$ cat src/hdl/rss_pkg.sv
// ----------------------------------------------------------------------------
// rss_pkg
// Shared widths, types and state codes of the running sample statistics unit.
// ----------------------------------------------------------------------------
package rss_pkg;

	localparam int SAMPLE_W    = 16;
	localparam int FRAC_BITS   = 16;
	localparam int MAX_COUNT   = 16384;
	localparam int COUNT_W     = 15;
	localparam int SUM_W       = 31;
	localparam int SQSUM_W     = 45;
	localparam int SQ_W        = 2 * SAMPLE_W - 1;
	localparam int MAG_W       = SUM_W - 1;
	localparam int MEAN_W      = 32;
	localparam int VAR_W       = 47;
	localparam int LO_W        = 23;
	localparam int HI_W        = SQSUM_W - LO_W;
	localparam int PL_W        = COUNT_W + LO_W;
	localparam int PH_W        = COUNT_W + HI_W;
	localparam int DIFF_W      = COUNT_W + SQSUM_W;
	localparam int MSQ_W       = 2 * MAG_W;
	localparam int C2_W        = 2 * COUNT_W;
	localparam int NUM_W       = DIFF_W + FRAC_BITS;
	localparam int STEP_W      = $clog2(NUM_W);
	localparam int QUEUE_DEPTH = 2;
	localparam int QPTR_W      = $clog2(QUEUE_DEPTH);

	typedef struct packed {
		logic [SAMPLE_W-1:0] maximum;
		logic [SAMPLE_W-1:0] minimum;
		logic [COUNT_W-1:0]  count;
		logic [SUM_W-1:0]    sum;
		logic [SQSUM_W-1:0]  sqsum;
		logic                drop;
	} rss_snap_t;

	typedef struct packed {
		logic full;
		logic empty;
	} rss_qstat_t;

	typedef enum logic [2:0] {
		BK_IDLE,
		BK_MUL,
		BK_SUM,
		BK_DIFF,
		BK_DIV,
		BK_DONE
	} rss_bk_state_t;

endpackage

$ cat src/hdl/rss_back.sv
// ----------------------------------------------------------------------------
// rss_back
// Turns a run snapshot into mean and variance with two bit-serial dividers
// that step together, and holds the result in the output register.
// ----------------------------------------------------------------------------
module rss_back
	import rss_pkg::*;
(
	input  logic                       clk,
	input  logic                       arst_n,
	input  rss_qstat_t                 qstat,
	input  rss_snap_t                  pop_data,
	output logic                       pop,
	output logic                       out_valid,
	input  logic                       out_ready,
	output logic signed [SAMPLE_W-1:0] maximum,
	output logic signed [SAMPLE_W-1:0] minimum,
	output logic [COUNT_W-1:0]         sample_total,
	output logic signed [MEAN_W-1:0]   mean_fixed,
	output logic [VAR_W-1:0]           variance_fixed,
	output logic                       overflowed
);

	rss_bk_state_t state_q, state_n;
	logic          load_out;

	logic [SAMPLE_W-1:0] max_q, min_q;
	logic [COUNT_W-1:0]  cnt_q;
	logic [SQSUM_W-1:0]  sqs_q;
	logic [MAG_W-1:0]    mag_q;
	logic                neg_q, drop_q;
	logic [PL_W-1:0]     pl_q;
	logic [PH_W-1:0]     ph_q;
	logic [MSQ_W-1:0]    msq_q;
	logic [C2_W-1:0]     c2_q;
	logic [DIFF_W-1:0]   prod_q;
	logic [NUM_W-1:0]    mnum_q, vnum_q;
	logic [COUNT_W-1:0]  mrem_q, mrem_n;
	logic [C2_W-1:0]     vrem_q, vrem_n;
	logic [MEAN_W-1:0]   mquo_q;
	logic [VAR_W-1:0]    vquo_q;
	logic [STEP_W-1:0]   step_q;
	logic [COUNT_W:0]    mtrial;
	logic [C2_W:0]       vtrial;
	logic                mge, vge;
	logic [SUM_W-1:0]    sum_abs;

	logic signed [SAMPLE_W-1:0] omax_q, omin_q;
	logic [COUNT_W-1:0]         ocnt_q;
	logic signed [MEAN_W-1:0]   omean_q;
	logic [VAR_W-1:0]           ovar_q;
	logic                       odrop_q;
	logic                       ovalid_q;

	always_ff @(posedge clk or negedge arst_n) begin
		if (!arst_n) begin
			state_q <= BK_IDLE;
		end else begin
			state_q <= state_n;
		end
	end

	always_comb begin
		state_n  = state_q;
		pop      = 1'b0;
		load_out = 1'b0;
		case (state_q)
			BK_IDLE: begin
				if (!qstat.empty) begin
					pop     = 1'b1;
					state_n = BK_MUL;
				end
			end
			BK_MUL:  state_n = BK_SUM;
			BK_SUM:  state_n = BK_DIFF;
			BK_DIFF: state_n = BK_DIV;
			BK_DIV: begin
				if (step_q == STEP_W'(NUM_W - 1)) begin
					state_n = BK_DONE;
				end
			end
			BK_DONE: begin
				if (!ovalid_q || out_ready) begin
					load_out = 1'b1;
					state_n  = BK_IDLE;
				end
			end
			default: state_n = BK_IDLE;
		endcase
	end

	assign sum_abs = pop_data.sum[SUM_W-1] ? (~pop_data.sum + SUM_W'(1)) : pop_data.sum;

	assign mtrial = {mrem_q, mnum_q[NUM_W-1]};
	assign mge    = (mtrial >= {1'b0, cnt_q});
	assign mrem_n = mge ? COUNT_W'(mtrial - {1'b0, cnt_q}) : mtrial[COUNT_W-1:0];
	assign vtrial = {vrem_q, vnum_q[NUM_W-1]};
	assign vge    = (vtrial >= {1'b0, c2_q});
	assign vrem_n = vge ? C2_W'(vtrial - {1'b0, c2_q}) : vtrial[C2_W-1:0];

	always_ff @(posedge clk) begin
		case (state_q)
			BK_IDLE: begin
				max_q  <= pop_data.maximum;
				min_q  <= pop_data.minimum;
				cnt_q  <= pop_data.count;
				sqs_q  <= pop_data.sqsum;
				drop_q <= pop_data.drop;
				neg_q  <= pop_data.sum[SUM_W-1];
				mag_q  <= sum_abs[MAG_W-1:0];
			end
			BK_MUL: begin
				pl_q  <= PL_W'(cnt_q) * PL_W'(sqs_q[LO_W-1:0]);
				ph_q  <= PH_W'(cnt_q) * PH_W'(sqs_q[SQSUM_W-1:LO_W]);
				msq_q <= MSQ_W'(mag_q) * MSQ_W'(mag_q);
				c2_q  <= C2_W'(cnt_q) * C2_W'(cnt_q);
			end
			BK_SUM: begin
				prod_q <= (DIFF_W'(ph_q) << LO_W) + DIFF_W'(pl_q);
			end
			BK_DIFF: begin
				vnum_q <= NUM_W'(prod_q - DIFF_W'(msq_q)) << FRAC_BITS;
				mnum_q <= NUM_W'(mag_q) << FRAC_BITS;
				mrem_q <= '0;
				vrem_q <= '0;
				step_q <= '0;
			end
			BK_DIV: begin
				mnum_q <= mnum_q << 1;
				vnum_q <= vnum_q << 1;
				mrem_q <= mrem_n;
				vrem_q <= vrem_n;
				mquo_q <= {mquo_q[MEAN_W-2:0], mge};
				vquo_q <= {vquo_q[VAR_W-2:0], vge};
				step_q <= step_q + STEP_W'(1);
			end
			default: begin
			end
		endcase
	end

	always_ff @(posedge clk) begin
		if (load_out) begin
			omax_q  <= max_q;
			omin_q  <= min_q;
			ocnt_q  <= cnt_q;
			omean_q <= neg_q ? (~mquo_q + MEAN_W'(1)) : mquo_q;
			ovar_q  <= vquo_q;
			odrop_q <= drop_q;
		end
	end

	always_ff @(posedge clk or negedge arst_n) begin
		if (!arst_n) begin
			ovalid_q <= 1'b0;
		end else if (load_out) begin
			ovalid_q <= 1'b1;
		end else if (out_ready) begin
			ovalid_q <= 1'b0;
		end
	end

	assign out_valid      = ovalid_q;
	assign maximum        = omax_q;
	assign minimum        = omin_q;
	assign sample_total   = ocnt_q;
	assign mean_fixed     = omean_q;
	assign variance_fixed = ovar_q;
	assign overflowed     = odrop_q;

	a_load_from_done: assert property (@(posedge clk) disable iff (!arst_n)
		load_out |-> (state_q == BK_DONE))
		else $error("result loaded outside the final state");

	a_pop_when_idle: assert property (@(posedge clk) disable iff (!arst_n)
		pop |=> (state_q == BK_MUL))
		else $error("snapshot taken without starting the arithmetic");

endmodule
$ cat config.mk
export PLATFORM = sky130hd
export DESIGN_NAME = rss_back
export DESIGN_NICKNAME = d
export VERILOG_FILES = /design/src/hdl/rss_pkg.sv /design/src/hdl/rss_back.sv
export SDC_FILE = /design/constraint.sdc
export NUM_CORES = 2
export LEC_CHECK = 0
export ABC_AREA = 1
export BUFFER_PORTS_ARGS = -buffer_cell sky130_fd_sc_hd__buf_2
export CAP_MARGIN = 20
export CORE_UTILIZATION = 40
export CTS_CLUSTER_DIAMETER = 120
export DETAILED_ROUTE_END_ITERATION = 10
export HOLD_SLACK_MARGIN = 0.1
export PLACE_DENSITY = 0.54
export RECOVER_POWER = 25
export SYNTH_ARGS = -nofsm -noshare
export SYNTH_HDL_FRONTEND = slang
export SYNTH_SLANG_ARGS = --single-unit
export TNS_END_PERCENT = 50
$ cat constraint.sdc
create_clock -name clk -period 17.9 [get_ports clk]
set_input_delay 1.79 -clock clk [delete_from_list [all_inputs] [get_ports clk]]
set_output_delay 1.79 -clock clk [all_outputs]
set_load 0.1 [all_outputs]
-- Word level (Yosys, flattened, before mapping)
Cells that the tools add are included.
- word-level logic and storage cells: 76
- input bits: 129
- memories kept: 0
- bits in writable memories: 0
- register bits: 763
- output and inout port bits: 129
- bits in latches: 0
- bits in read-only memories: 0
- add/sub/neg operators: 7
- mux-type cells: 19
- shift operators: 0
- reduce and logical (&&, ||, !) cells: 6
- $lt $le $gt $ge: 2
- equal/unequal tests: 9
- multipliers: 4
- div/mod/pow operators: 0
- bitwise operators: 2
- operators with widths (operator ; number):
    76-bit case mux with 2 select lines ; 2
    60-bit by 38-bit adder with 60-bit output ; 1
    30-bit by 30-bit multiplier with 60-bit output ; 1
    30-bit 2-to-1 mux ; 2
    30-bit case mux with 2 select lines ; 1
    60-bit subtractor ; 1
    15-bit by 23-bit multiplier with 38-bit output ; 1
    15-bit by 22-bit multiplier with 37-bit output ; 1
    32-bit by 1-bit adder with 32-bit output (second input constant) ; 1
    32-bit 2-to-1 mux ; 1
    32-bit NOT ; 1
    31-bit by 30-bit >= comparator with 1-bit output ; 1
    30-bit by 1-bit adder with 30-bit output (second input constant) ; 1
    15-bit by 15-bit multiplier with 30-bit output ; 1
    30-bit NOT ; 1
    15-bit case mux with 2 select lines ; 1
    30-bit subtractor ; 1
    3-bit case mux with 6 select lines ; 1
    16-bit by 15-bit >= comparator with 1-bit output ; 1
    15-bit 2-to-1 mux ; 1
    15-bit subtractor ; 1
    7-bit case mux with 2 select lines ; 1
    3-bit 2-to-1 mux ; 3
    7-bit by 1-bit adder with 7-bit output (second input constant) ; 1
    other kinds (11) ; 21

-- Longest topological paths before layout
- depth in word-level cells: 5
- mapped depth: 30
- depth with buffers taken out: 29

-- Worst setup path after synthesis
Ideal clock, no wire load.
- kind: reg-to-reg
- from: register state_q[2]
- to: register c2_q[0] (enable)
- required time: 17.014 ns
- data arrival time: 11.473 ns
- buffers on the path: 0
- setup time: 0.886 ns
- period minus slack after synthesis: 12.358 ns
- setup slack: 5.542 ns
- stages on the path, launching flop included: 2
- cell sequence: dfrtp_1 nor3_1
- longest elaborated chain between the ends: 1
- ends and longest elaborated chain (element ; RTL line ; RTL):
    start, declared ; rss_back.sv:24 ; rss_bk_state_t state_q, state_n;
    start signal, assigned ; rss_back.sv:59 ; state_q <= state_n;
    3-bit by 1-bit equality test with 1-bit output ; rss_back.sv:102 ; case (state_q)
    end signal, assigned ; rss_back.sv:116 ; c2_q <= C2_W'(cnt_q) * C2_W'(cnt_q);
    end, declared ; rss_back.sv:35 ; logic [C2_W-1:0] c2_q;
Every way passes these cells.
A chain may end at the register's enable or synchronous reset.

-- Worst setup path after layout
- from: register cnt_q[5]
- to: register pl_q[24], data pin
- longest elaborated chain between the ends: 1
- ends and longest elaborated chain (element ; RTL line ; RTL):
    start, declared ; rss_back.sv:28 ; logic [COUNT_W-1:0] cnt_q;
    start signal, assigned ; rss_back.sv:106 ; cnt_q <= pop_data.count;
    15-bit by 23-bit multiplier with 38-bit output ; rss_back.sv:113 ; pl_q <= PL_W'(cnt_q) * PL_W'(sqs_q[LO_W-1:0]);
    end signal, assigned ; rss_back.sv:113 ;
    end, declared ; rss_back.sv:32 ; logic [PL_W-1:0] pl_q;
Every way passes these cells.

==> results.md <==
* Final Cell Area at 98,000 sq um
* First-pass GRT wire length at 389,000 um
* I/O pins at 258
* CTS Buf Count at 91
* Syn nets at 12,702
* Core Util, Final at 0.436
* Yosys warnings at 0
* DR pass1 iterations at 5
* CTS tree: built
* Starting density of the core at 0.402
* Number of vias per cell at 4.84
* Reg area at 21,900 sq um
* Row count at 174
* Die Height at 477 um
* CTS clock-pin slew for the worst setup and hold paths at 0.06 ns
* Routed WL at 240,000 um
* WP data required at 18.32 ns
* Layout fillers at 22,247
* Post-route DRC violation count at 0
* Largest net degree at the start of global routing at 127
* Status: finished, violations left
* Area growth, synth to finish at 8.54%
* Multi-input logic area at 57,000 sq um
* Kind of critical path: reg -> reg
* Final hold vios at 0
* Failing checks: capacitance limit, slew limit
* Most frequent cells in the layout: inv_1 (2,741), nand2_1 (2,702), fa_1 (1,363)
* RePlAce Congestion at 0.968
* Worst-Skew Late Latency at 0.76 ns
* Final antenna-violating net count at 0
* Mapped Avg Cell Area at 8.57 sq um
* Placed inst area at 94,800 sq um
* Layout Nets at 12,849
* Htree depth at 3
* Most common cell after layout, fill and taps aside: inv_1
* Seq/Total Area, Yosys at 0.242
* Hold WC Path Type: reg -> reg
* HPWL Detailed at 193,000 um
* Tmin final at 8.63 ns
* Post-route setup TNS at 0 ns
* PortBufs at 256
* Max incr delay on CP at 2.72 ns
* # Post-CTS Setup Buffers at 0
* Ratio of cells with drive above 1 in the final layout at 0.0474
* EDFF count, synth at 725
* Bufs and invs on worst path at 4
* CP Cell Sequence: clkbuf_1, nand2_1, fa_1, inv_1, fa_1, fa_1, inv_1, fa_1, inv_1, fa_1, fa_1, ha_1, nand2_1, nor2_1, nand2_1, o21ai_0, nand2_1, nor2_1, nor2_1, nand2_1, nand2_1
* Number of global-route vias before repair at 70,466
* Synth unique cells at 51
* DRT iter0 DRCs at 4,318
* DIE AREA at 228,000 sq um
* Startpoint types: register
* Max_cap viols at 9
* Clock Skews at 0.0581 ns
* Root Buffer: clkbuf_16
* CTS hold repair buffers at 0
* Max Root-Sink Buffers at 3
* CP max FO at 63
* CP max stage cell: clkbuf_1
* Netlist Area Pre-Place at 90,300 sq um
* Ys flop type: edfxtp_1
* CTS Sinks at 729
* Arrival time worst endpoint at 9.04 ns
* Measured slew at the worst slew-check pin at 3.90 ns
* Vias at 66,557
* Die width at 477 um
* Final setup fails at 0
* Crit path max-delay family: adder cells
* Async SR Flop Fraction at 0.00549
* Congestion Overflow GR at 0
* Core area at 224,000 sq um
* PostCTS Resize Cnt at 0
* RSZ-0062 raised after global routing: no
* Cell count after synthesis at 10,533
* Gr usage total at 0.216
* DR WL/cell at 17.4 um
* Crit share post-route at 0.482
* Yosys reg bits at 729
* Highest Clock Rate at 116 MHz
* Initial antenna violation count at 5
* Fin. max-slew vios at 381
* CP Capture Type: register
* Relative slew slack at -1.60
==> worst paths after layout <==
check,slack [ns],from,endpoint,cells after the start
setup / recovery,9.27,cnt_q[5],pl_q[24],21
hold / removal,0.41,min_q[14],minimum[14],0
setup reg to reg,9.27,cnt_q[5],pl_q[24],21
hold reg to reg,0.41,min_q[14],minimum[14],0
max in group asynchronous,16.75,arst_n,state_q[0],1
min in group asynchronous,0.92,arst_n,state_q[2],1
==> worst reg2reg max path: stages, from the launching register on <==
cell	delay [ns]
edfxtp_1	0.31
clkbuf_1	2.72
nand2_1	0.31
fa_1	0.66
inv_1	0.05
fa_1	0.46
fa_1	0.51
inv_1	0.05
fa_1	0.53
inv_1	0.05
fa_1	0.51
fa_1	0.42
ha_1	0.38
nand2_1	0.13
nor2_1	0.16
nand2_1	0.06
o21ai_0	0.49
nand2_1	0.14
nor2_1	0.16
nor2_1	0.05
nand2_1	0.05
nand2_1	0.16
==> cell families (layout without fill, tap and decap cells) <==
| family | Yosys count | in the layout | synth area share |
|---|---|---|---|
| buf+inv | 3029 | 3250 | 0.127 |
| other cells | 0 | 3 | 0 |
| flops | 729 | 729 | 0.242 |
| compound gates | 695 | 695 | 0.0418 |
| fa+ha+maj | 2040 | 2040 | 0.396 |
| simple gates | 3761 | 3761 | 0.166 |
| xor+xnor | 279 | 279 | 0.0271 |
==> stage by stage <==
stage          hold WS (ns)  instances  setup slack, ns
6_report              0.412      13749             9.27
5_1_grt               0.417      13748             8.60
4_1_cts               0.398      13745            10.20
3_5_place_dp          0.405      13578            10.32
3_3_place_gp          0.400      13578            10.30
2_1_floorplan         0.400      10533             5.54
==> layout make-up <==
class	instances	area share
Sequential cell	729	0.223
Inverter	2746	0.105
Multi-Input combinational cell	6775	0.582
Clock buffer	99	0.0238
Tap cell	2992	0.0382
Timing Repair Buffer	337	0.0190
Clock inverter	68	0.00889
Antenna cell	3	0.0000766
==> cell usage after synthesis (13+ instances only) <==
| cell type | count | area share |
|---|---|---|
| inv_1 | 2742 | 0.11 |
| o21bai_1 | 34 | 0.0028 |
| o21ai_0 | 225 | 0.012 |
| ha_1 | 677 | 0.094 |
| buf_1 | 23 | 0.00096 |
| buf_2 | 13 | 0.00072 |
| nor2_1 | 585 | 0.024 |
| nand2_1 | 2702 | 0.11 |
| clkbuf_1 | 241 | 0.010 |
| a21oi_1 | 339 | 0.019 |
| or2_2 | 15 | 0.0010 |
| xnor2_1 | 105 | 0.010 |
| a21o_1 | 35 | 0.0029 |
| nand4_1 | 63 | 0.0044 |
| nor3_1 | 77 | 0.0043 |
| nor4_1 | 21 | 0.0015 |
| nand3_1 | 237 | 0.013 |
| xor2_1 | 174 | 0.017 |
| o21ai_1 | 14 | 0.00078 |
| a31oi_1 | 13 | 0.00090 |
| fa_1 | 1363 | 0.30 |
| edfxtp_1 | 725 | 0.24 |
| nand3b_1 | 35 | 0.0029 |
==> registers in the layout (all words and copies together) (netlist names), 7 cells and up <==
| signal | flops |
|---|---|
| sample_total | 15 |
| variance_fixed | 47 |
| vnum_q | 60 |
| mag_q | 30 |
| maximum | 16 |
| cnt_q | 15 |
| max_q | 16 |
| prod_q | 60 |
| min_q | 16 |
| pl_q | 38 |
| mnum_q | 60 |
| mean_fixed | 32 |
| vquo_q | 47 |
| minimum | 16 |
| vrem_q | 30 |
| ph_q | 37 |
| mquo_q | 32 |
| c2_q | 29 |
| msq_q | 59 |
| mrem_q | 15 |
| sqs_q | 45 |
| step_q | 7 |
==> metal layers <==
metal  global-route usage  routed length [um]
met1                0.308              113000
met3               0.0205               10300
met2                0.356              111000
met4               0.0490                5300
met5                    0                   7
Power is left out: the tool's default activity adds up to more than one toggle a clock period on the data nets, which glitch-free logic cannot reach.
