$ cat config.mk
export PLATFORM = sky130hd
export DESIGN_NAME = rss_queue
export DESIGN_NICKNAME = d
export VERILOG_FILES = /design/src/hdl/rss_pkg.sv /design/src/hdl/rss_queue.sv
export SDC_FILE = /design/constraint.sdc
export NUM_CORES = 1
export LEC_CHECK = 0
export BUFFER_PORTS_ARGS = -buffer_cell sky130_fd_sc_hd__clkbuf_2
export CORE_UTILIZATION = 45
export CTS_BUF_LIST = sky130_fd_sc_hd__clkbuf_4 sky130_fd_sc_hd__clkbuf_8
export CTS_CLUSTER_SIZE = 12
export DETAILED_ROUTE_END_ITERATION = 12
export PLACE_DENSITY = 0.7
export SLEW_MARGIN = 15
export SYNTH_ARGS = -nofsm -noshare
export SYNTH_HDL_FRONTEND = slang
export SYNTH_SLANG_ARGS = --single-unit
$ cat constraint.sdc
create_clock -name clk -period 7.65 [get_ports clk]
set_clock_uncertainty 0.05 [all_clocks]
set_input_delay 1.1475 -clock clk [delete_from_list [all_inputs] [get_ports clk]]
set_output_delay 1.1475 -clock clk [all_outputs]
set_load 0.02 [all_outputs]
$ cat src/hdl/rss_pkg.sv
// ----------------------------------------------------------------------------
// rss_pkg
// Shared widths, types and state codes of the running sample statistics unit.
// ----------------------------------------------------------------------------
package rss_pkg;

	localparam int SAMPLE_W    = 16;
	localparam int FRAC_BITS   = 16;
	localparam int MAX_COUNT   = 16384;
	localparam int COUNT_W     = 15;
	localparam int SUM_W       = 31;
	localparam int SQSUM_W     = 45;
	localparam int SQ_W        = 2 * SAMPLE_W - 1;
	localparam int MAG_W       = SUM_W - 1;
	localparam int MEAN_W      = 32;
	localparam int VAR_W       = 47;
	localparam int LO_W        = 23;
	localparam int HI_W        = SQSUM_W - LO_W;
	localparam int PL_W        = COUNT_W + LO_W;
	localparam int PH_W        = COUNT_W + HI_W;
	localparam int DIFF_W      = COUNT_W + SQSUM_W;
	localparam int MSQ_W       = 2 * MAG_W;
	localparam int C2_W        = 2 * COUNT_W;
	localparam int NUM_W       = DIFF_W + FRAC_BITS;
	localparam int STEP_W      = $clog2(NUM_W);
	localparam int QUEUE_DEPTH = 2;
	localparam int QPTR_W      = $clog2(QUEUE_DEPTH);

	typedef struct packed {
		logic [SAMPLE_W-1:0] maximum;
		logic [SAMPLE_W-1:0] minimum;
		logic [COUNT_W-1:0]  count;
		logic [SUM_W-1:0]    sum;
		logic [SQSUM_W-1:0]  sqsum;
		logic                drop;
	} rss_snap_t;

	typedef struct packed {
		logic full;
		logic empty;
	} rss_qstat_t;

	typedef enum logic [2:0] {
		BK_IDLE,
		BK_MUL,
		BK_SUM,
		BK_DIFF,
		BK_DIV,
		BK_DONE
	} rss_bk_state_t;

endpackage

$ cat src/hdl/rss_queue.sv
// ----------------------------------------------------------------------------
// rss_queue
// Short queue of finished run snapshots between the front and the back.
// ----------------------------------------------------------------------------
module rss_queue
	import rss_pkg::*;
(
	input  logic       clk,
	input  logic       arst_n,
	input  logic       push,
	input  rss_snap_t  push_data,
	input  logic       pop,
	output rss_snap_t  pop_data,
	output rss_qstat_t qstat
);

	rss_snap_t         mem_q [QUEUE_DEPTH];
	logic [QPTR_W-1:0] wr_q, rd_q;
	logic [QPTR_W:0]   fill_q;

	assign qstat.full  = (fill_q == (QPTR_W+1)'(QUEUE_DEPTH));
	assign qstat.empty = (fill_q == '0);
	assign pop_data    = mem_q[rd_q];

	always_ff @(posedge clk) begin
		if (push) begin
			mem_q[wr_q] <= push_data;
		end
	end

	always_ff @(posedge clk or negedge arst_n) begin
		if (!arst_n) begin
			wr_q   <= '0;
			rd_q   <= '0;
			fill_q <= '0;
		end else begin
			if (push) begin
				wr_q <= wr_q + QPTR_W'(1);
			end
			if (pop) begin
				rd_q <= rd_q + QPTR_W'(1);
			end
			if (push && !pop) begin
				fill_q <= fill_q + (QPTR_W+1)'(1);
			end else if (pop && !push) begin
				fill_q <= fill_q - (QPTR_W+1)'(1);
			end
		end
	end

	a_no_overrun: assert property (@(posedge clk) disable iff (!arst_n)
		!(push && qstat.full))
		else $error("push into a full queue");

	a_no_underrun: assert property (@(posedge clk) disable iff (!arst_n)
		!(pop && qstat.empty))
		else $error("pop from an empty queue");

endmodule

After elaboration in Yosys (flattened, before gate mapping)

Memory sizes are Yosys's and may differ from the RTL's.
Index checks and enable logic that the tools add are counted.

Bits in registers: 4
Memory bits (writable): 248
Input port bits: 128
Output and inout port bits: 126
Word-level logic and storage cells: 19
Memories: 1

Memory list:

| memory | words | bits a word | read ports | clocked after Yosys merged registers in | write ports | line            | RTL |
|---|---|---|---|---|---|---|---|
| mem_q  | 2     | 124         | 1          | 0                                       | 1           | rss_queue.sv:17 | `rss_snap_t mem_q [QUEUE_DEPTH];` |

$add $sub $neg: 4
Equality and inequality tests: 1
Multiplexer cells: 4
Reduce and logical (&&, ||, !) cells: 6

Operators with widths:

| operator                                         | count |
|---|---|
| 2-to-1 mux 2 bit                                 | 2 |
| adder 1 bit, second input constant               | 2 |
| adder 2 x 1 -> 2 bit, second input constant      | 1 |
| == test 2 bit, second input constant             | 1 |
| logical AND 1 bit                                | 2 |
| logical NOT 1 bit                                | 2 |
| logical NOT 2 bit                                | 1 |
| 2-to-1 mux 1 bit                                 | 2 |
| nonzero test 2 bit                               | 1 |
| subtractor 2 x 1 -> 2 bit, second input constant | 1 |

Depth between registers and ports, before layout

Gate-level depths: netlist of the first run.

Depth in word-level cells: 4
Mapped depth: 5
Mapped depth without buffers: 5

Least setup slack after synthesis of the first run

Ideal clock, no wire load.

Path type: input-to-reg
Start: input port push
End: memory mem_q[0][0] in the netlist's numbering, enable pin
Setup time: 623 ps
Data arrival time: 6525 ps
Data required time: 6977 ps
Setup slack: 452 ps
Stages on the path: 1
Path buffers: 0
Cells stage by stage: nor2b_1

Word-level cells in the longest chain between the ends: 2

Ends and longest elaborated chain:

| element                                | line            | RTL |
|---|---|---|
| from (decl)                            | rss_queue.sv:10 | `input logic push,` |
| 2-to-1 mux 1 bit                       | rss_queue.sv:26 | `if (push) begin` |
| 2-to-1 mux 1 bit (implied by the code) | rss_queue.sv:27 | `mem_q[wr_q] <= push_data;` |
| to (decl)                              | rss_queue.sv:17 |  |

Every way passes these cells.

==> results of run 1 <==
==> layout make-up <==
type / instances / area, µm²
clock buffers: 51 / 652
clock inverters: 19 / 110
inverters: 1 / 3.75
well taps: 270 / 338
repair buffers: 257 / 1300
flip-flops and latches: 252 / 7550
fillers: 1607 / 8670
multi-input cells: 135 / 1680
==> synthesized netlist by cell type, drive strengths merged <==
master	number
and2	1
buf	14
dfrtp	4
edfxtp	248
ha	1
inv	1
mux2	124
nor2	2
nor2b	2
xnor2	1
xor2	4
==> registers in the layout, summed over array words and instances, names as in the netlist <==
signal and flops:
mem_q 248, rd_q 1, wr_q 1, fill_q 2
==> metal layers <==
metal | global-route usage | vias to the layer above | wire, µm
met5 | 0 | - | 0
met4 | 0.0490 | 0 | 303
met3 | 0.0614 | 28 | 1580
met2 | 0.261 | 211 | 8280
met1 | 0.189 | 2295 | 6710
li1 | - | 2178 | -
==> cell families (layout without fill, tap and decap cells) <==
kind of cell  after synthesis  count (layout)  synth area share
flops                     252             252             0.809
mux                       124             124             0.170
buf+inv                    15             328            0.0126
xor+xnor                    5               5           0.00469
simple gates                5               5           0.00282
fa+ha+maj                   1               1           0.00134
==> worst max-delay path by stage <==
stage / startpoint / end / slack, ns / cells after the start
2_1_floorplan: push / mem_q[0][0] / 0.45 / 1
3_3_place_gp: rd_q / pop_data[112] / 3.90 / 3
3_5_place_dp: rd_q / pop_data[112] / 3.85 / 3
4_1_cts: rd_q / pop_data[112] / 3.27 / 3
5_1_grt: rd_q / pop_data[1] / 3.14 / 3
6_report: rd_q / pop_data[13] / 3.31 / 3
==> through the flow <==
stage / std cells / utilization / hold WS, ns
5_1_grt: 985 / 0.573 / 0.352
2_1_floorplan: 402 / - / 0.405
4_1_cts: 985 / 0.573 / 0.352
6_report: 985 / 0.573 / 0.386
3_3_place_gp: 915 / 0.535 / 0.423
3_5_place_dp: 915 / 0.535 / 0.449
==> where the power goes <==
part           internal, W  leakage [nW]  switching [W]
Sequential         0.00184          2.37       0.000134
Clock             0.000590         0.386       0.000481
Combinational     0.000595          1.82       0.000807
==> out/summary.md, run 1 <==
Run status
• finished clean — run status

Die
• 0.460 — starting utilization of the core area
• 254 — I/O pin count
• 52 — Row Count
• 146 µm — overall die width
• 20300 µm² — core footprint
• 21300 µm² — overall die area
• 146 µm — overall die height

Critical path
• 5.15 ns — Register-to-Register Setup Slack
• output pin — Worst Setup End Kind
• wr_q — worst r2r src
• 2 — reg2reg path depth
• register to output pin — Critical Setup Path Class
• 63 — maximum fanout along the worst path
• mem_q[1][20] — worst r2r dst
• 6.45 ns — Critical Path RT
• buffers and inverters — kind of cell with the highest combined delay on the critical path
• sky130_fd_sc_hd__dfrtp_4 — Max stage delay cell, worst path
• 1.02 ns — CP peak stage delay
• 2 — number of buffers and inverters on the critical path
• 3.14 ns — arrival time at the worst endpoint
• register — Critical Path Source Type
• buf_4 > mux2_2 > clkbuf_2 — ordered list of cells on the worst path

Placement
• 0.733 — GPL Wtd Cong
• 3.85 ns — worst setup timing slack at the placement stage
• 10900 µm² — Placed Instance Area
• 11100 µm — HPWL after detailed placement
• 253 — number of buffers inserted by port buffering

Final layout
• sky130_fd_sc_hd__clkbuf_2 — most common cell after layout, fill and taps aside
• 0 — count of antenna diodes in the layout
• sky130_fd_sc_hd__clkbuf_2, sky130_fd_sc_hd__edfxtp_1, sky130_fd_sc_hd__mux2_2, sky130_fd_sc_hd__mux2_4, sky130_fd_sc_hd__clkbuf_8 — highest-count cells in the layout ignoring fill and taps
• 817 — Layout Nets
• 24.6% — layout overhead on the synthesized area
• 0.615 — ratio of cells with drive above 1 in the final layout
• 11600 µm² — post-route cell area

Global route
• 0.157 — global-route usage over all layers
• 5024 — vias in the first global route
• 0 — final global-route overflow total
• 0 — number of antenna violations at the first check in global routing
• 26000 µm — global-route wire length before repair
• 71 — maximum number of pins on one net before global-route repair

Timing
• 0 — Hold Fails Final Rpt
• 1.04 ns — pin slew with the least headroom to its limit
• 0 — Max Transition Viols Final
• 4.34 ns — minimum period implied by the final worst setup slack
• 3.31 ns — Final Worst Setup Slack
• 0.568 — portion of the clock cycle consumed by the worst path in the final layout
• 0 ns — Setup TNS
• 0 — Final setup violation count
• 0.309 — worst max-slew margin expressed relative to the limit
• false — RSZ-0062 raised after global routing
• 230 MHz — fmax

CTS
• 0 — Hold-fix buffers, CTS
• 252 — clock sink count
• 2 — H-tree Lvls
• 0 — Post-CTS Setup Bufs
• sky130_fd_sc_hd__clkbuf_8 — cell at the root of the clock tree
• 41 — cts bufs inserted
• yes — CTS tree
• 0 — number of cells upsized or downsized after cts
• 0.51 ns — clock latency at the later pin of the worst-skew pair
• 0.06 ns — Clock transition at path regs
• 3 — number of buffers between clock root and the deepest sink

Drt
• 16900 µm — Detailed Route WL
• 4.78 — via count normalized by instance count
• 17.1 µm — drt wl/cell
• 0 — number of remaining DRC errors
• 4 — detailed-routing iteration count for the pre-antenna-repair pass
• 183 — DRC violation total after the first TritonRoute iteration
• 4712 — overall via count from detail_route
• 0 — number of nets still failing antenna checks after routing

Synth
• sky130_fd_sc_hd__edfxtp_1, sky130_fd_sc_hd__mux2_2, sky130_fd_sc_hd__mux2_4, sky130_fd_sc_hd__dfrtp_1, sky130_fd_sc_hd__buf_6 — largest cells by area after synthesis
• 531 — total nets after synthesis
• 402 — Post-Synthesis Cells
• 0.798 — fraction of post-synthesis cell area in the top cell type by area
• 13 — number of unique standard cell types used by synthesis
• 9330 µm² — post-synthesis instance area
• 0.809 — fraction of the yosys area taken by sequential cells
• 23.2 µm² — mean post-synth cell area
• sky130_fd_sc_hd__edfxtp_1 — dominant cell type by area after synthesis
• 252 — synthesized flop and latch total
• 0 — count of synthesis-stage warnings from yosys

Power and ir drop
• 382 nW/µm² — power per cell area
• 0.000229 V — largest vdd supply drop
• 0.00445 W — post-layout total power
• 4.58 nW — standby leakage power

Job
• 0 — max-cap viol count

Worst hold path
• primary input to asynchronous set/reset pin — worst min path class

No activity file was read; power rests on OpenSTA's default activity.
==> inputs of run 2 (changes only) <==
- ABC_AREA: default -> 1
- PLACE_DENSITY: 0.7 -> 0.73
- clock period: 7.65 -> 3.8 ns (I/O delays scaled with it)
==> run 2 against run 1 <==
  * Sequential power up 94%
  * Count of clock-buffer cells in the layout fell by 1
  * Via count up 0.38%
  * Non-clock buffer count rose by 2
  * Power is 100% higher
  * Die area rose by 0.21%
  * Synthesized cell count increased by 2.2%
  * Sequential cell count unchanged
  * Area after synthesis increased by 0.21%
  * Combinational power grew 110%
  * Global-route usage fell by 0.37 points
  * Sequential share of layout area decreased by 0.26 points
  * Critical endpoint is now pop_data[17]
  * Largest power group unchanged
  * Highest routed layer unchanged
==> out/summary.md, run 2 <==
Power and ir drop
• 0.237 — clock network fraction of total power, -0.004
• 0.000590 V — largest vdd supply drop, +160%
• 4.62 nW — standby leakage power, +0.84%
• 0.335 — combinational cell fraction of total power, +0.020
• 0.428 — share of power burned in registers, -0.015
• 0.00286 W — sw power, +100%
• 0.321 — switching part of the total power, +0.000348
• 0.00607 W — total internal power, +100%
• 0.00893 W — post-layout total power, +100%
• 765 nW/µm² — power per cell area, +100%

CTS
• 3 — number of buffers between clock root and the deepest sink, unchanged
• yes — CTS tree
• sky130_fd_sc_hd__clkbuf_8 — cell at the root of the clock tree
• 0.06 ns — Clock transition at path regs, about the same
• 252 — clock sink count, unchanged
• 0.53 ns — clock latency at the later pin of the worst-skew pair, +0.02 ns
• 2 — H-tree Lvls, unchanged
• 40 — cts bufs inserted, -2.4%
• 0 — Post-CTS Setup Bufs, unchanged

Critical path
• pop_data[17] — last element of the critical path
• 2.30 ns — arrival time at the worst endpoint, -0.84 ns
• 0.67 ns — CP peak stage delay, -0.35 ns
• 3.18 ns — Critical Path RT, -3.27 ns
• rd_q — critical path launch point
• register — Critical Path Source Type
• 3 — reg2reg path depth, +1
• register to output pin — Critical Setup Path Class
• 3 — total stage count of the critical path, unchanged
• 1.97 ns — Register-to-Register Setup Slack, -3.18 ns
• output pin — Worst Setup End Kind
• 63 — maximum fanout along the worst path, unchanged
• sky130_fd_sc_hd__buf_4 — Max stage delay cell, worst path
• wr_q — worst r2r src
• buffers and inverters — kind of cell with the highest combined delay on the critical path
• mem_q[1][51] — worst r2r dst
• buf_4 > mux2_2 > clkbuf_2 — ordered list of cells on the worst path
• 2 — number of buffers and inverters on the critical path, unchanged

Final layout
• 0.614 — ratio of cells with drive above 1 in the final layout, -0.00181
• mem_q — register with the most flip-flops
• mem_q x248, fill_q x2 — largest registers
• 1670 µm² — multi-input logic area, -0.30%
• 0 — count of antenna diodes in the layout, unchanged
• 827 — Layout Nets, +1.2%
• 0.575 — Layout Utilization, +0.00234
• 11700 µm² — post-route cell area, +0.41%
• 7550 µm² — Storage cell area, unchanged
• sky130_fd_sc_hd__clkbuf_2, sky130_fd_sc_hd__edfxtp_1, sky130_fd_sc_hd__mux2_2, sky130_fd_sc_hd__mux2_4, sky130_fd_sc_hd__clkbuf_8 — highest-count cells in the layout ignoring fill and taps
• 24.8% — layout overhead on the synthesized area
• 992 — number of standard cells in the final layout excluding fillers, +0.71%
• sky130_fd_sc_hd__clkbuf_2 — most common cell after layout, fill and taps aside
• 1590 — Filler Cells Inserted, -1.1%
• 248 — number of flip-flops in the largest register, unchanged

Synth
• 0 — count of synthesis-stage warnings from yosys, unchanged
• 0.0159 — Synth async-reset ratio, unchanged
• sky130_fd_sc_hd__edfxtp_1 — commonest register cell after synthesis
• 22.8 µm² — mean post-synth cell area, -2.0%
• sky130_fd_sc_hd__edfxtp_1, sky130_fd_sc_hd__mux2_2, sky130_fd_sc_hd__mux2_4 — most numerous cell types in the synthesized netlist
• 0.807 — fraction of the yosys area taken by sequential cells, -0.00173
• sky130_fd_sc_hd__edfxtp_1, sky130_fd_sc_hd__mux2_2, sky130_fd_sc_hd__mux2_4, sky130_fd_sc_hd__dfrtp_1, sky130_fd_sc_hd__buf_6 — largest cells by area after synthesis
• 248 — number of enable-type register cells in the synthesized netlist, unchanged
• 0.796 — fraction of post-synthesis cell area in the top cell type by area, -0.00171
• sky130_fd_sc_hd__edfxtp_1 — dominant cell type by area after synthesis
• 9350 µm² — post-synthesis instance area, +0.21%
• 14 — number of unique standard cell types used by synthesis, +1
• 252 — synthesized flop and latch total, unchanged
• 540 — total nets after synthesis, +1.7%
• 411 — Post-Synthesis Cells, +2.2%
• sky130_fd_sc_hd__edfxtp_1 — most common cell in the netlist

Timing
• 0 — Max Transition Viols Final, unchanged
• 0.392 — worst max-slew margin expressed relative to the limit, +0.0829
• false — RSZ-0062 raised after global routing
• 0.912 ns — pin slew with the least headroom to its limit, -0.124 ns
• 342 MHz — fmax
• 0 — Final setup violation count, unchanged
• 0 — Hold Fails Final Rpt, unchanged
• 0.769 — portion of the clock cycle consumed by the worst path in the final layout
• 2.92 ns — minimum period implied by the final worst setup slack
• 0 ns — Setup TNS, unchanged

Drt
• 16500 µm — Detailed Route WL, -2.0%
• 4.77 — via count normalized by instance count, -0.33%
• 0 — number of nets still failing antenna checks after routing, unchanged
• 16.7 µm — drt wl/cell, -2.7%
• 181 — DRC violation total after the first TritonRoute iteration, -1.1%
• 4730 — overall via count from detail_route, +0.38%
• 0 — number of remaining DRC errors, unchanged
• 4 — detailed-routing iteration count for the pre-antenna-repair pass, unchanged

Die
• 254 — I/O pin count, unchanged
• 146 µm — overall die height, +0.11%
• 0.461 — starting utilization of the core area, +0.000986
• 20300 µm² — core footprint, unchanged
• 146 µm — overall die width, +0.11%
• 21400 µm² — overall die area, +0.21%
• 52 — Row Count, unchanged

Global route
• 0.269 — met2 layer usage reported by global route, +0.00876
• 0.153 — global-route usage over all layers, -0.00366
• 0.165 — Global Route met1 Usage, -0.0232
• 0 — number of antenna violations at the first check in global routing, unchanged
• 125 — maximum number of pins on one net before global-route repair, +76%
• met2 — global-route layer with the greatest usage
• 25400 µm — global-route wire length before repair, -2.6%
• 0 — final global-route overflow total, unchanged
• 0.0609 — met3 demand-to-capacity share in global routing, -0.000505
• 5123 — vias in the first global route, +2.0%

Run status
• finished clean — run status

Placement
• 10900 µm² — Placed Instance Area, +0.60%
• 10700 µm — HPWL after detailed placement, -3.7%
• 0.748 — GPL Wtd Cong, +2.2%
• 925 — DP Cell Count, +1.1%
• 253 — number of buffers inserted by port buffering, unchanged

Job
• 0 — max-cap viol count, unchanged

Worst hold path
• primary input to register — worst min path class
• push_data[43] — start point of the worst hold path

[run 2: cell count changes after synthesis, sizes merged]
cell | previous run | this run
inv | 1 | 7
nand2 | 0 | 5
nor2b | 2 | 0
xor2 | 4 | 2
and2 | 1 | 0
nand3 | 0 | 1
nand4 | 0 | 1
nor2 | 2 | 3
[run 2: power groups by stage]
stage	registers [W]	logic, W	clock network (W)
2_1_floorplan	0.00388	0.00220	0
3_3_place_gp	0.00385	0.00298	0
3_5_place_dp	0.00388	0.00304	0
4_1_cts	0.00383	0.00305	0.00219
5_1_grt	0.00387	0.00317	0.00230
6_report	0.00382	0.00299	0.00211
[run 2: worst min-delay path by stage]
stage                         endpoint  slack [ns]  depth (start not counted)
final                     mem_q[0][43]        0.17                          1
after global routing      mem_q[1][43]        0.13                          1
after CTS                 mem_q[1][43]        0.14                          1
after detailed placement     fill_q[1]        0.33                          1
after global placement            rd_q        0.33                          1
after floorplan              fill_q[0]        0.22                          0
[run 2: final cells by class]
type	count	share of cell area
tap	270	0.0289
clock inverter	16	0.00879
sequential	252	0.647
inverter	7	0.00246
clock buffer	50	0.0541
timing repair buffer	259	0.116
multi-input combinational	138	0.143
[run 2: logic make-up after synthesis]
family	after synthesis	share of synthesized area
mux	124	0.169
buf+inv	21	0.0150
xor+xnor	3	0.00281
flops	252	0.807
fa+ha+maj	1	0.00134
simple gates	10	0.00442
[run 2: metal layers]
layer / vias to the layer above / wire length (µm)
li1: 2198 / -
met1: 2305 / 6290
met3: 34 / 1440
met5: - / 0
met4: 0 / 391
met2: 193 / 8420
[run 2: through the flow]
| step | setup slack (ns) | hold slack, ns |
|---|---|---|
| after floorplan | 0.249 | 0.224 |
| after global placement | 1.47 | 0.330 |
| after detailed placement | 1.44 | 0.331 |
| after CTS | 0.847 | 0.139 |
| after global routing | 0.760 | 0.126 |
| final | 0.877 | 0.175 |
[run 2: what timing repair did]
item / CTS / global route
hold endpoints to repair: 4 / 0
hold buffers: 1 / 0
gates resized for setup: 0 / 0
