===== src/hdl/rss_pkg.sv =====
// ----------------------------------------------------------------------------
// rss_pkg
// Shared widths, types and state codes of the running sample statistics unit.
// ----------------------------------------------------------------------------
package rss_pkg;

	localparam int SAMPLE_W    = 16;
	localparam int FRAC_BITS   = 16;
	localparam int MAX_COUNT   = 16384;
	localparam int COUNT_W     = 15;
	localparam int SUM_W       = 31;
	localparam int SQSUM_W     = 45;
	localparam int SQ_W        = 2 * SAMPLE_W - 1;
	localparam int MAG_W       = SUM_W - 1;
	localparam int MEAN_W      = 32;
	localparam int VAR_W       = 47;
	localparam int LO_W        = 23;
	localparam int HI_W        = SQSUM_W - LO_W;
	localparam int PL_W        = COUNT_W + LO_W;
	localparam int PH_W        = COUNT_W + HI_W;
	localparam int DIFF_W      = COUNT_W + SQSUM_W;
	localparam int MSQ_W       = 2 * MAG_W;
	localparam int C2_W        = 2 * COUNT_W;
	localparam int NUM_W       = DIFF_W + FRAC_BITS;
	localparam int STEP_W      = $clog2(NUM_W);
	localparam int QUEUE_DEPTH = 2;
	localparam int QPTR_W      = $clog2(QUEUE_DEPTH);

	typedef struct packed {
		logic [SAMPLE_W-1:0] maximum;
		logic [SAMPLE_W-1:0] minimum;
		logic [COUNT_W-1:0]  count;
		logic [SUM_W-1:0]    sum;
		logic [SQSUM_W-1:0]  sqsum;
		logic                drop;
	} rss_snap_t;

	typedef struct packed {
		logic full;
		logic empty;
	} rss_qstat_t;

	typedef enum logic [2:0] {
		BK_IDLE,
		BK_MUL,
		BK_SUM,
		BK_DIFF,
		BK_DIV,
		BK_DONE
	} rss_bk_state_t;

endpackage


===== src/hdl/rss_front.sv =====
// ----------------------------------------------------------------------------
// rss_front
// Accepts samples, squares them and keeps the running extremes, count, sum
// and sum of squares; pushes a snapshot of the run on its last beat.
// ----------------------------------------------------------------------------
module rss_front
	import rss_pkg::*;
(
	input  logic                       clk,
	input  logic                       arst_n,
	input  logic                       in_valid,
	output logic                       in_ready,
	input  logic signed [SAMPLE_W-1:0] sample,
	input  logic                       last,
	input  rss_qstat_t                 qstat,
	output logic                       push,
	output rss_snap_t                  push_data
);

	logic                       valid_s1;
	logic                       last_s1;
	logic signed [SAMPLE_W-1:0] x_s1;
	logic [SQ_W-1:0]            sq_s1;
	logic signed [2*SAMPLE_W-1:0] sq_full;

	logic signed [SAMPLE_W-1:0] max_q, min_q, max_n, min_n;
	logic [COUNT_W-1:0]         count_q, count_n;
	logic [SUM_W-1:0]           sum_q, sum_n;
	logic [SQSUM_W-1:0]         sqsum_q, sqsum_n;
	logic                       drop_q, drop_n;
	logic                       adv, full_run, first;

	assign sq_full  = sample * sample;
	assign adv      = valid_s1 && !(last_s1 && qstat.full);
	assign in_ready = !valid_s1 || adv;

	always_ff @(posedge clk or negedge arst_n) begin
		if (!arst_n) begin
			valid_s1 <= 1'b0;
		end else if (in_ready) begin
			valid_s1 <= in_valid;
		end
	end

	always_ff @(posedge clk) begin
		if (in_ready && in_valid) begin
			x_s1    <= sample;
			last_s1 <= last;
			sq_s1   <= sq_full[SQ_W-1:0];
		end
	end

	assign full_run = (count_q == COUNT_W'(MAX_COUNT));
	assign first    = (count_q == '0);

	always_comb begin
		max_n   = max_q;
		min_n   = min_q;
		count_n = count_q;
		sum_n   = sum_q;
		sqsum_n = sqsum_q;
		drop_n  = drop_q;
		if (full_run) begin
			drop_n = 1'b1;
		end else begin
			max_n   = (first || (x_s1 > max_q)) ? x_s1 : max_q;
			min_n   = (first || (x_s1 < min_q)) ? x_s1 : min_q;
			count_n = count_q + COUNT_W'(1);
			sum_n   = sum_q + {{(SUM_W-SAMPLE_W){x_s1[SAMPLE_W-1]}}, x_s1};
			sqsum_n = sqsum_q + SQSUM_W'(sq_s1);
		end
	end

	always_ff @(posedge clk or negedge arst_n) begin
		if (!arst_n) begin
			max_q   <= '0;
			min_q   <= '0;
			count_q <= '0;
			sum_q   <= '0;
			sqsum_q <= '0;
			drop_q  <= 1'b0;
		end else if (adv) begin
			if (last_s1) begin
				max_q   <= '0;
				min_q   <= '0;
				count_q <= '0;
				sum_q   <= '0;
				sqsum_q <= '0;
				drop_q  <= 1'b0;
			end else begin
				max_q   <= max_n;
				min_q   <= min_n;
				count_q <= count_n;
				sum_q   <= sum_n;
				sqsum_q <= sqsum_n;
				drop_q  <= drop_n;
			end
		end
	end

	assign push              = adv && last_s1;
	assign push_data.maximum = max_n;
	assign push_data.minimum = min_n;
	assign push_data.count   = count_n;
	assign push_data.sum     = sum_n;
	assign push_data.sqsum   = sqsum_n;
	assign push_data.drop    = drop_n;

	a_count_bound: assert property (@(posedge clk) disable iff (!arst_n)
		count_q <= COUNT_W'(MAX_COUNT))
		else $error("run count exceeds its limit");

	a_clear_after_last: assert property (@(posedge clk) disable iff (!arst_n)
		(adv && last_s1) |=> (count_q == '0 && !drop_q))
		else $error("run state not cleared after last beat");

endmodule


===== config.mk =====
export PLATFORM = sky130hd
export DESIGN_NAME = rss_front
export DESIGN_NICKNAME = d
export VERILOG_FILES = /design/src/hdl/rss_pkg.sv /design/src/hdl/rss_front.sv
export SDC_FILE = /design/constraint.sdc
export NUM_CORES = 1
export LEC_CHECK = 0
export ABC_AREA = 1
export BUFFER_PORTS_ARGS = -buffer_cell sky130_fd_sc_hd__buf_4
export CORE_MARGIN = 2
export CORE_UTILIZATION = 41
export DETAILED_ROUTE_END_ITERATION = 12
export GPL_TIMING_DRIVEN = 0
export PLACE_DENSITY_LB_ADDON = 0.2
export REMOVE_ABC_BUFFERS = 1
export SYNTH_ARGS = -nofsm -noshare
export SYNTH_HDL_FRONTEND = slang
export SYNTH_SLANG_ARGS = --single-unit

===== constraint.sdc =====
create_clock -name clk -period 2.82 [get_ports clk]
set_clock_uncertainty 0.1 [all_clocks]
set_input_delay 0 -clock clk [delete_from_list [all_inputs] [get_ports clk]]
set_output_delay 0 -clock clk [all_outputs]
set_load 0.02 [all_outputs]

### Word-level counts from Yosys, hierarchy flattened

Index checks and enable logic that the tools add are counted.

| cells by class | value |
|---|---|
| multiply operators | 1 |
| multiplexer cells | 14 |
| $add $sub $neg | 3 |
| $lt $le $gt $ge | 2 |
| reduce and logical (&&, ||, !) cells | 10 |
| equality and inequality tests | 1 |

Operator list:

| operator | count |
|---|---|
| $mux W16 | 6 |
| $mux W45 | 2 |
| $mux W31 | 2 |
| $add A45 B31 Y45 | 1 |
| $add A31 B31 Y31 | 1 |
| $mul A16 B16 Y31 | 1 |
| $mux W15 | 2 |
| $gt A16 B16 Y1 | 1 |
| $lt A16 B16 Y1 | 1 |
| $add A15 B1 Y15 const B | 1 |
| $eq A15 B15 Y1 const B | 1 |
| $logic_not A15 Y1 | 1 |
| $logic_and A1 B1 Y1 | 4 |
| $logic_or A1 B1 Y1 | 3 |
| $logic_not A1 Y1 | 2 |
| $mux W1 | 2 |

| word-level totals | value |
|---|---|
| output and inout port bits | 126 |
| flip-flop bits (word level) | 173 |
| word-level logic and storage cells | 41 |

### Longest topological paths before layout

Gate-level depths: netlist of run 1.

| logic depth | value |
|---|---|
| depth in word-level cells | 5 |
| depth in mapped cells | 27 |

### Worst setup path before layout of run 1

OpenSTA, ideal clock, no wires.

| path | value |
|---|---|
| path kind | input-to-reg |
| from | input sample[1] |
| to | register sq_s1[28], data pin |
| arrival time | 5.174 ns |
| path slack | -2.716 ns |
| cell stages on the path | 21 |
| required time | 2.458 ns |
| cells stage by stage | clkbuf_1 clkbuf_1 nand2_1 inv_1 fa_1 inv_1 fa_1 inv_1 fa_1 fa_1 fa_1 inv_1 fa_1 inv_1 ha_1 nand2_1 nor3_1 nand3_1 nand3_1 a21oi_1 xor2_1 |

| between the ends | value |
|---|---|
| cells in the longest elaborated chain, start to end | 1 |

RTL lines:

| element | RTL line | RTL |
|---|---|---|
| from (decl) | rss_front.sv:13 | `input logic signed [SAMPLE_W-1:0] sample,` |
| $mul A16 B16 Y31 | rss_front.sv:33 | `assign sq_full = sample * sample;` |
| net sq_full[28] | rss_front.sv:24 | `logic signed [2*SAMPLE_W-1:0] sq_full;` |
| to (signal assigned) | rss_front.sv:49 | `sq_s1 <= sq_full[SQ_W-1:0];` |
| to (decl) | rss_front.sv:23 | `logic [SQ_W-1:0] sq_s1;` |

The timed path passes the listed nets, and every way through them passes these cells.
A chain may end at the register's enable or synchronous reset.

### Final worst setup path of run 1

| path | value |
|---|---|
| from | input sample[10] |
| to | register sq_s1[25], data pin |

The elaborated chain is that of the path after synthesis.

==> key figures, run 1 <==
Timing
  • Hold Slack: between 0.03 and 0.04 ns
  • Period utilisation layout: 170%
  • PnR worst setup slack: -1.99 ns
  • RSZ-0062 raised after global routing: yes
  • Worst slew pin tran: between 0.6 and 0.7 ns
  • Crit path time final: just under 5 ns
  • Fin. Hold Viols: 0
  • Fmax: about 210 MHz
  • Final Setup Violations: 60
  • Rel. slew slack: 54.5%
  • Slew Limit Fails: 0

Layout
  • Multi-input logic area: between 15,000 and 20,000 µm²
  • Diodes inserted: 0
  • Storage element area: 4510 µm²
  • Area grow syn2layout: 39.5%
  • Nets: between 3,000 and 4,000
  • Filler instances: 4,643
  • Final core area utilization: approximately three fifths
  • Share of layout cells above drive strength 1: a little under a third

Critical path
  • CP startpoint kind: primary input
  • CP Max Fanout: 17
  • Data required time at the worst endpoint: between 2 and 3 ns
  • Cell class contributing the biggest share of worst-path delay: adder cells
  • Crit path cell chain: buf_16 > nand2_4 > inv_1 > fa_1 > inv_1 > fa_1 > inv_1 > fa_1 > fa_2 > fa_1 > inv_1 > fa_1 > inv_1 > ha_4 > a21oi_4 > o21ai_1 > a21oi_2 > nand3_2 > nand2_2 > nand2_2 > nand2_1 > nand2_2 > xor2_2
  • Crit path buffers/inverters: 6
  • Slack of the worst reg-to-reg path: approximately 0.19 ns
  • Setup crit end kind: flip-flop
  • Slowest cell on crit path: fa_1
  • Max incr delay on CP: between 0.5 and 0.6 ns
  • CP Class: in -> reg
  • WP data arrival: about 5 ns

Place
  • GP Congestion: roughly 0.96
  • IO Port Bufs: ~150
  • Detailed Place HPWL: approximately 50,000 µm

Die
  • Die H: ~240 µm
  • Starting Density: a little over two fifths
  • Die ar.: 56,900 µm²
  • Std-Cell Rows: 85
  • Core area: between 50,000 and 60,000 µm²
  • Die width: around 240 µm
  • I/O Pins: approximately 150

Logic synthesis
  • Yosys warns: 0
  • #FFs+latches synth: between 150 and 200
  • Cell Area, Synth: about 23,000 µm²
  • Syn Area/Cell: between 7 and 8 µm²
  • Synthesized instance count: 3,105
  • Sequential area share after synthesis: approximately a fifth
  • Post-synthesis cell type count: 47

Global routing
  • GRT overflow: 0
  • Vias in the first global route: roughly 22,000
  • Total GRT Usage: between 20% and 30%
  • Antenna violations before repair: 0
  • Largest net degree at the start of global routing: 90
  • First-pass GRT wire length: approximately 120,000 µm

Routing
  • WL per Instance: around 18 µm
  • Initial DRC Count: ~1,400
  • Via density: approximately 5.2
  • Final wirelength: about 75,000 µm
  • Drt drc: 0
  • 1st-pass router iterations: 6
  • Routed Antenna Nets: 0
  • Vias post-DR: 21,688

Clock network
  • Longest Clk Path Bufs: 2
  • Skew-Pair Late Insertion Delay: 0.46 ns
  • CTS HTree Levels: 4
  • Clock-pin slew on the worst setup and hold paths: 0.08 ns
  • # clock sinks: around 170
  • Root Driver: clkbuf_16
  • CTS tree: yes
  • CTS buffer count: 17

Flow run
  • Number of max-cap violations: 0

Run status
  • Status: finished, violations left
  • Failing checks: setup timing

Worst hold path
  • Hold Path Class: in -> reg
path summary, 6_finish.rpt:
kind,cells after the start,endpoint,start
max in group asynchronous,4,sqsum_q[10],arst_n
worst max register to register,7,sqsum_q[13],last_s1
worst max-delay path,23,sq_s1[25],sample[10]
worst min-delay path,4,sq_s1[3],sample[0]
worst min register to register,2,max_q[14],max_q[14]
min in group asynchronous,4,count_q[6],arst_n
layout make-up:
class | instances | share of cell area [%]
clock inverters | 13 | 0.414
clock buffers | 19 | 1.38
repair inverters | 1 | 0.0159
inverters | 689 | 8.35
multi-input cells | 2170 | 59.7
well taps | 696 | 2.77
flip-flops and latches | 171 | 14.3
repair buffers | 390 | 13.1
worst reg2reg max path, cell delays in order (launching register included):
cell and delay (ns):
edfxtp_1 0.48, nand2_1 0.20, nand2_8 0.26, nor2_4 0.64, buf_12 0.30, inv_2 0.11, buf_12 0.18, o21ai_0 0.27
routing by layer:
metal / vias to the layer above / wire, µm / global-route usage [%]
met2: 634 / 37200 / 44.4
li1: 10236 / - / -
met1: 10700 / 32200 / 34.2
met5: - / 0 / 0
met3: 118 / 3530 / 2.22
met4: 0 / 2050 / 8.07
Yosys cell counts (all sizes together):
library cell	count	share of area, %
nand2	812	14
inv	688	11
fa	230	20
nand3	224	5.0
nor2	183	3.1
ha	181	10
dfrtp	125	14
o21ai	121	2.7
a21oi	118	2.6
clkbuf	58	0.97
edfxtp	46	6.1
xor2	46	1.8
and2	37	1.0
xnor2	36	1.4
or2	32	0.89
nand4	29	0.80
buf	23	0.62
nor3	23	0.58
a21o	19	0.63
o22ai	16	0.44
o21bai	15	0.50
a21boi	7	0.23
nand3b	7	0.23
o211ai	6	0.20
o21a	6	0.20
nor4	5	0.19
a31oi	4	0.11
a211oi	3	0.10
a31o	2	0.078
clkinv	1	0.017
nor3b	1	0.033
o2111ai	1	0.039
sequential cells by signal, indices dropped and copies added, names as in the netlist:
signal	count
sq_s1	29
max_q	16
sum_q	31
min_q	16
sqsum_q	45
last_s1	1
count_q	15
valid_s1	1
x_s1	16
drop_q	1
stage by stage:
step	TNS, ns	instances	setup WS, ns	cell area, µm²
finish	-41.64	4149	-1.99	31500
CTS	-38.76	4066	-1.87	28600
detailed placement	-84.46	3873	-3.35	24400
floorplan	-392.17	3024	-3.74	22200
global route	-49.74	4149	-2.13	31500
global placement	-1109.27	3866	-9.82	24200
logic make-up (layout without fill, tap and decap cells):
| family | count (synthesis) | count (layout) | share of synthesized area [%] |
|---|---|---|---|
| simple gates | 1353 | 1359 | 25.4 |
| flops | 171 | 171 | 20.0 |
| buf+inv | 770 | 1112 | 13.0 |
| compound gates | 318 | 318 | 7.87 |
| fa+ha+maj | 411 | 411 | 30.5 |
| xor+xnor | 82 | 82 | 3.18 |
repair_timing:
item,4_1_cts,5_1_grt
hold buffers,24,0
gates cloned,14,5
endpoints found under the hold margin,145,0
buffers inserted,123,83
pin swaps,133,191
gates resized for setup,514,525
setup endpoints to repair,199,133
cell usage in the layout (no fill, tap or decap), types with 17 or more instances in the layout:
| cell type | instances |
|---|---|
| o21ai_0 | 55 |
| clkbuf_16 | 21 |
| o21ai_2 | 25 |
| edfxtp_1 | 46 |
| ha_1 | 78 |
| nand4_1 | 29 |
| buf_6 | 81 |
| nand2_1 | 637 |
| nand2_4 | 58 |
| fa_1 | 214 |
| and2_4 | 31 |
| buf_12 | 17 |
| a21oi_4 | 18 |
| nor2_1 | 109 |
| a21oi_1 | 39 |
| or2_1 | 18 |
| dlygate4sd3_1 | 23 |
| o21ai_1 | 39 |
| buf_16 | 20 |
| nand3_1 | 175 |
| xnor2_1 | 31 |
| buf_4 | 234 |
| nand3_2 | 35 |
| nor2_2 | 47 |
| a21o_1 | 19 |
| a21oi_2 | 61 |
| dfrtp_1 | 124 |
| ha_4 | 88 |
| xor2_1 | 36 |
| inv_1 | 618 |
| inv_2 | 60 |
| nand2_2 | 114 |
| nor2_4 | 27 |
Power of run 1 is left out: the tool's default activity adds up to more than one toggle a clock period on the data nets, which glitch-free logic cannot reach.
==> inputs of run 2 (changes only) <==
Settings changed: CELL_PAD_IN_SITES_DETAIL_PLACEMENT from default to 1, CELL_PAD_IN_SITES_GLOBAL_PLACEMENT from default to 2, CORE_UTILIZATION 41 to 37, CTS_BUF_LIST from default to sky130_fd_sc_hd__clkbuf_2, GPL_TIMING_DRIVEN 0 to default.
==> run 2 against run 1 <==
Compared with the run above:
- the run still ends with setup timing left
- sequential share of layout area shrank 2.1 points
- routed wire length grew 44%
- design area grew 17%
- count of clock-buffer cells in the layout shrank 2
- critical path depth grew 1
- first-iteration DRC count shrank 1.6%
- core utilization grew 3.1 points
- die area grew 11%
- highest routed layer unchanged
- via count grew 14%
- worst setup slack gained 0.54 ns
==> key figures, run 2 (same netlist as run 1, synthesis figures left out) <==
Critical path
  • Max incr delay on CP: about 0.56 ns
  • Worst R2R Start: x_s1[3]
  • CP Class: in -> reg
  • Crit path cell chain: buf_8 > buf_6 > nand2_4 > inv_4 > a21oi_2 > a31oi_1 > ha_1 > inv_2 > fa_1 > inv_2 > fa_1 > fa_1 > fa_1 > inv_2 > fa_1 > inv_2 > ha_4 > a21o_1 > a31oi_4 > buf_6 > nor2_4 > nor2_1 > o211ai_1 > xor2_1
  • Slowest cell on crit path: fa_1
  • R2R depth: 19
  • CP Max Fanout: 5
  • Data required time at the worst endpoint: approximately 3.6 ns
  • Most frequent CP cell: fa_1
  • Setup crit end kind: flip-flop
  • Slack of the worst reg-to-reg path: ~0.020 ns
  • Crit path buffers/inverters: 8
  • WP data arrival: between 5 and 6 ns
  • RR Endpoint: max_q[12]
  • CP startpoint kind: primary input
  • Cell class contributing the biggest share of worst-path delay: adder cells

Routing
  • Vias post-DR: approximately 25,000
  • WL per Instance: between 20 and 25 µm
  • 1st-pass router iterations: 6
  • Drt drc: 0
  • Initial DRC Count: 1,370
  • Final wirelength: between 100,000 and 150,000 µm
  • Routed Antenna Nets: 0
  • Via density: roughly 5.4

Layout
  • Max reg flops: 45
  • Largest regs: sqsum_q (45), sum_q (31), sq_s1 (29)
  • Final instance area: about 37,000 µm²
  • Nets: around 4,200
  • Commonest non-fill, non-tap cells in the layout: inv_1, nand2_1, buf_4
  • Filler instances: roughly 6,800
  • Final core area utilization: roughly three fifths
  • Largest Register: sqsum_q
  • Commonest non-fill, non-tap cell in the layout: inv_1
  • Area grow syn2layout: 63.8%
  • Share of layout cells above drive strength 1: about 47%

Timing
  • PnR worst setup slack: -1.45 ns
  • Fmax: 234 MHz
  • Final Setup Violations: ~140
  • Fin. Hold Viols: 0
  • Rel. slew slack: between 40% and 50%
  • RSZ-0062 raised after global routing: yes
  • Hold Slack: approximately 0.14 ns
  • Period utilisation layout: 151%
  • Worst slew pin tran: 0.853 ns
  • Slew Limit Fails: 0
  • Crit path time final: roughly 4.3 ns

Global routing
  • First-pass GRT wire length: ~150,000 µm
  • M1 GR Usage: between 30% and 40%
  • Largest net degree at the start of global routing: just over 80
  • Gr busiest metal: met2
  • GRT overflow: 0
  • Vias in the first global route: roughly 26,000
  • Met2 GRT Util: between 50 and 60%
  • Antenna violations before repair: 4
  • Met3 Usage GRT: 3.14%
  • Total GRT Usage: 29.7%

Clock network
  • Skew-Pair Late Insertion Delay: around 1.1 ns
  • Clock-pin slew on the worst setup and hold paths: 0.32 ns
  • Longest Clk Path Bufs: 2
  • CTS HTree Levels: 4
  • # clock sinks: ~170
  • Root Driver: clkbuf_2
  • CTS buffer count: 17
  • CTS tree: yes

Die
  • I/O Pins: 148
  • Die width: around 250 µm
  • Starting Density: 37.4%
  • Std-Cell Rows: 90
  • Die H: between 200 and 300 µm
  • Core area: 60,400 µm²
  • Die ar.: between 60,000 and 70,000 µm²

Place
  • GP Congestion: ~0.90
  • Placed Area: 26,200 µm²
  • IO Port Bufs: around 150
  • Detailed Place HPWL: ~63,000 µm

Worst hold path
  • Hold EP: x_s1[2]
  • Hold Path Class: in -> reg
  • Worst Min Path Start: sample[2]
  • WHS Path Cells: 5

Flow run
  • Number of max-cap violations: 0

Run status
  • Status: finished, violations left
  • Failing checks: setup timing
run 2: cell types whose count changed in the layout (fill, tap and decap cells not counted), sizes merged, moves of 2 or more:
| cell | before | now |
|---|---|---|
| bufbuf | 3 | 1 |
| inv | 690 | 694 |
| dlygate4sd3 | 23 | 50 |
| nand2 | 816 | 814 |
| clkinvlp | 8 | 2 |
| clkinv | 4 | 8 |
| nand3 | 226 | 224 |
| buf | 360 | 670 |
| diode | 0 | 4 |
run 2: per-stage QoR:
step | setup WS (ns) | std cells | setup TNS, ns
6_report | -1.45 | 4571 | -110.58
5_1_grt | -1.55 | 4569 | -127.77
2_1_floorplan | -3.74 | 3024 | -392.17
3_3_place_gp | -2.66 | 4197 | -58.12
4_1_cts | -1.22 | 4454 | -110.45
3_5_place_dp | -2.75 | 4197 | -60.72
run 2: layout make-up:
class	instances	area [µm²]	share of cell area, %
clock inverters	15	150	0.406
multi-input cells	2166	21100	57.1
inverters	689	2680	7.24
diodes	4	10.0	0.0271
flip-flops and latches	171	4520	12.2
well taps	782	978	2.65
clock buffers	17	85.1	0.230
repair buffers	727	7440	20.1
run 2: per-layer routing:
| layer | wire, µm | share of wire (%) |
|---|---|---|
| met1 | 41000 | 38 |
| met2 | 56500 | 53 |
| met3 | 4250 | 3.9 |
| met4 | 5920 | 5.5 |
| met5 | 0 | 0 |
run 2: how the worst max path moves through the flow:
stage | start | end | slack, ns | cells after the start
floorplan | last_s1 | sqsum_q[12] | -3.74 | 5
global placement | sample[15] | sq_s1[30] | -2.66 | 21
detailed placement | sample[2] | sq_s1[30] | -2.75 | 18
CTS | sample[15] | sq_s1[30] | -1.22 | 24
global route | sample[8] | sq_s1[25] | -1.55 | 26
finish | sample[14] | sq_s1[30] | -1.45 | 24
run 2: worst min-delay path: stages:
cell	delay (ns)
buf_6	0.14
buf_8	0.15
buf_4	0.15
dlymetal6s2s_1	0.19
dlygate4sd3_1	0.58
run 2: timing repair:
action | 4_1_cts | 5_1_grt
endpoints found under the setup margin | 145 | 150
pin swaps | 282 | 366
hold buffers | 52 | 0
cloned | 20 | 7
hold endpoints to repair | 317 | 0
buffers inserted | 156 | 140
gates resized for setup | 1072 | 793
Power of run 2 is left out for the same reason.
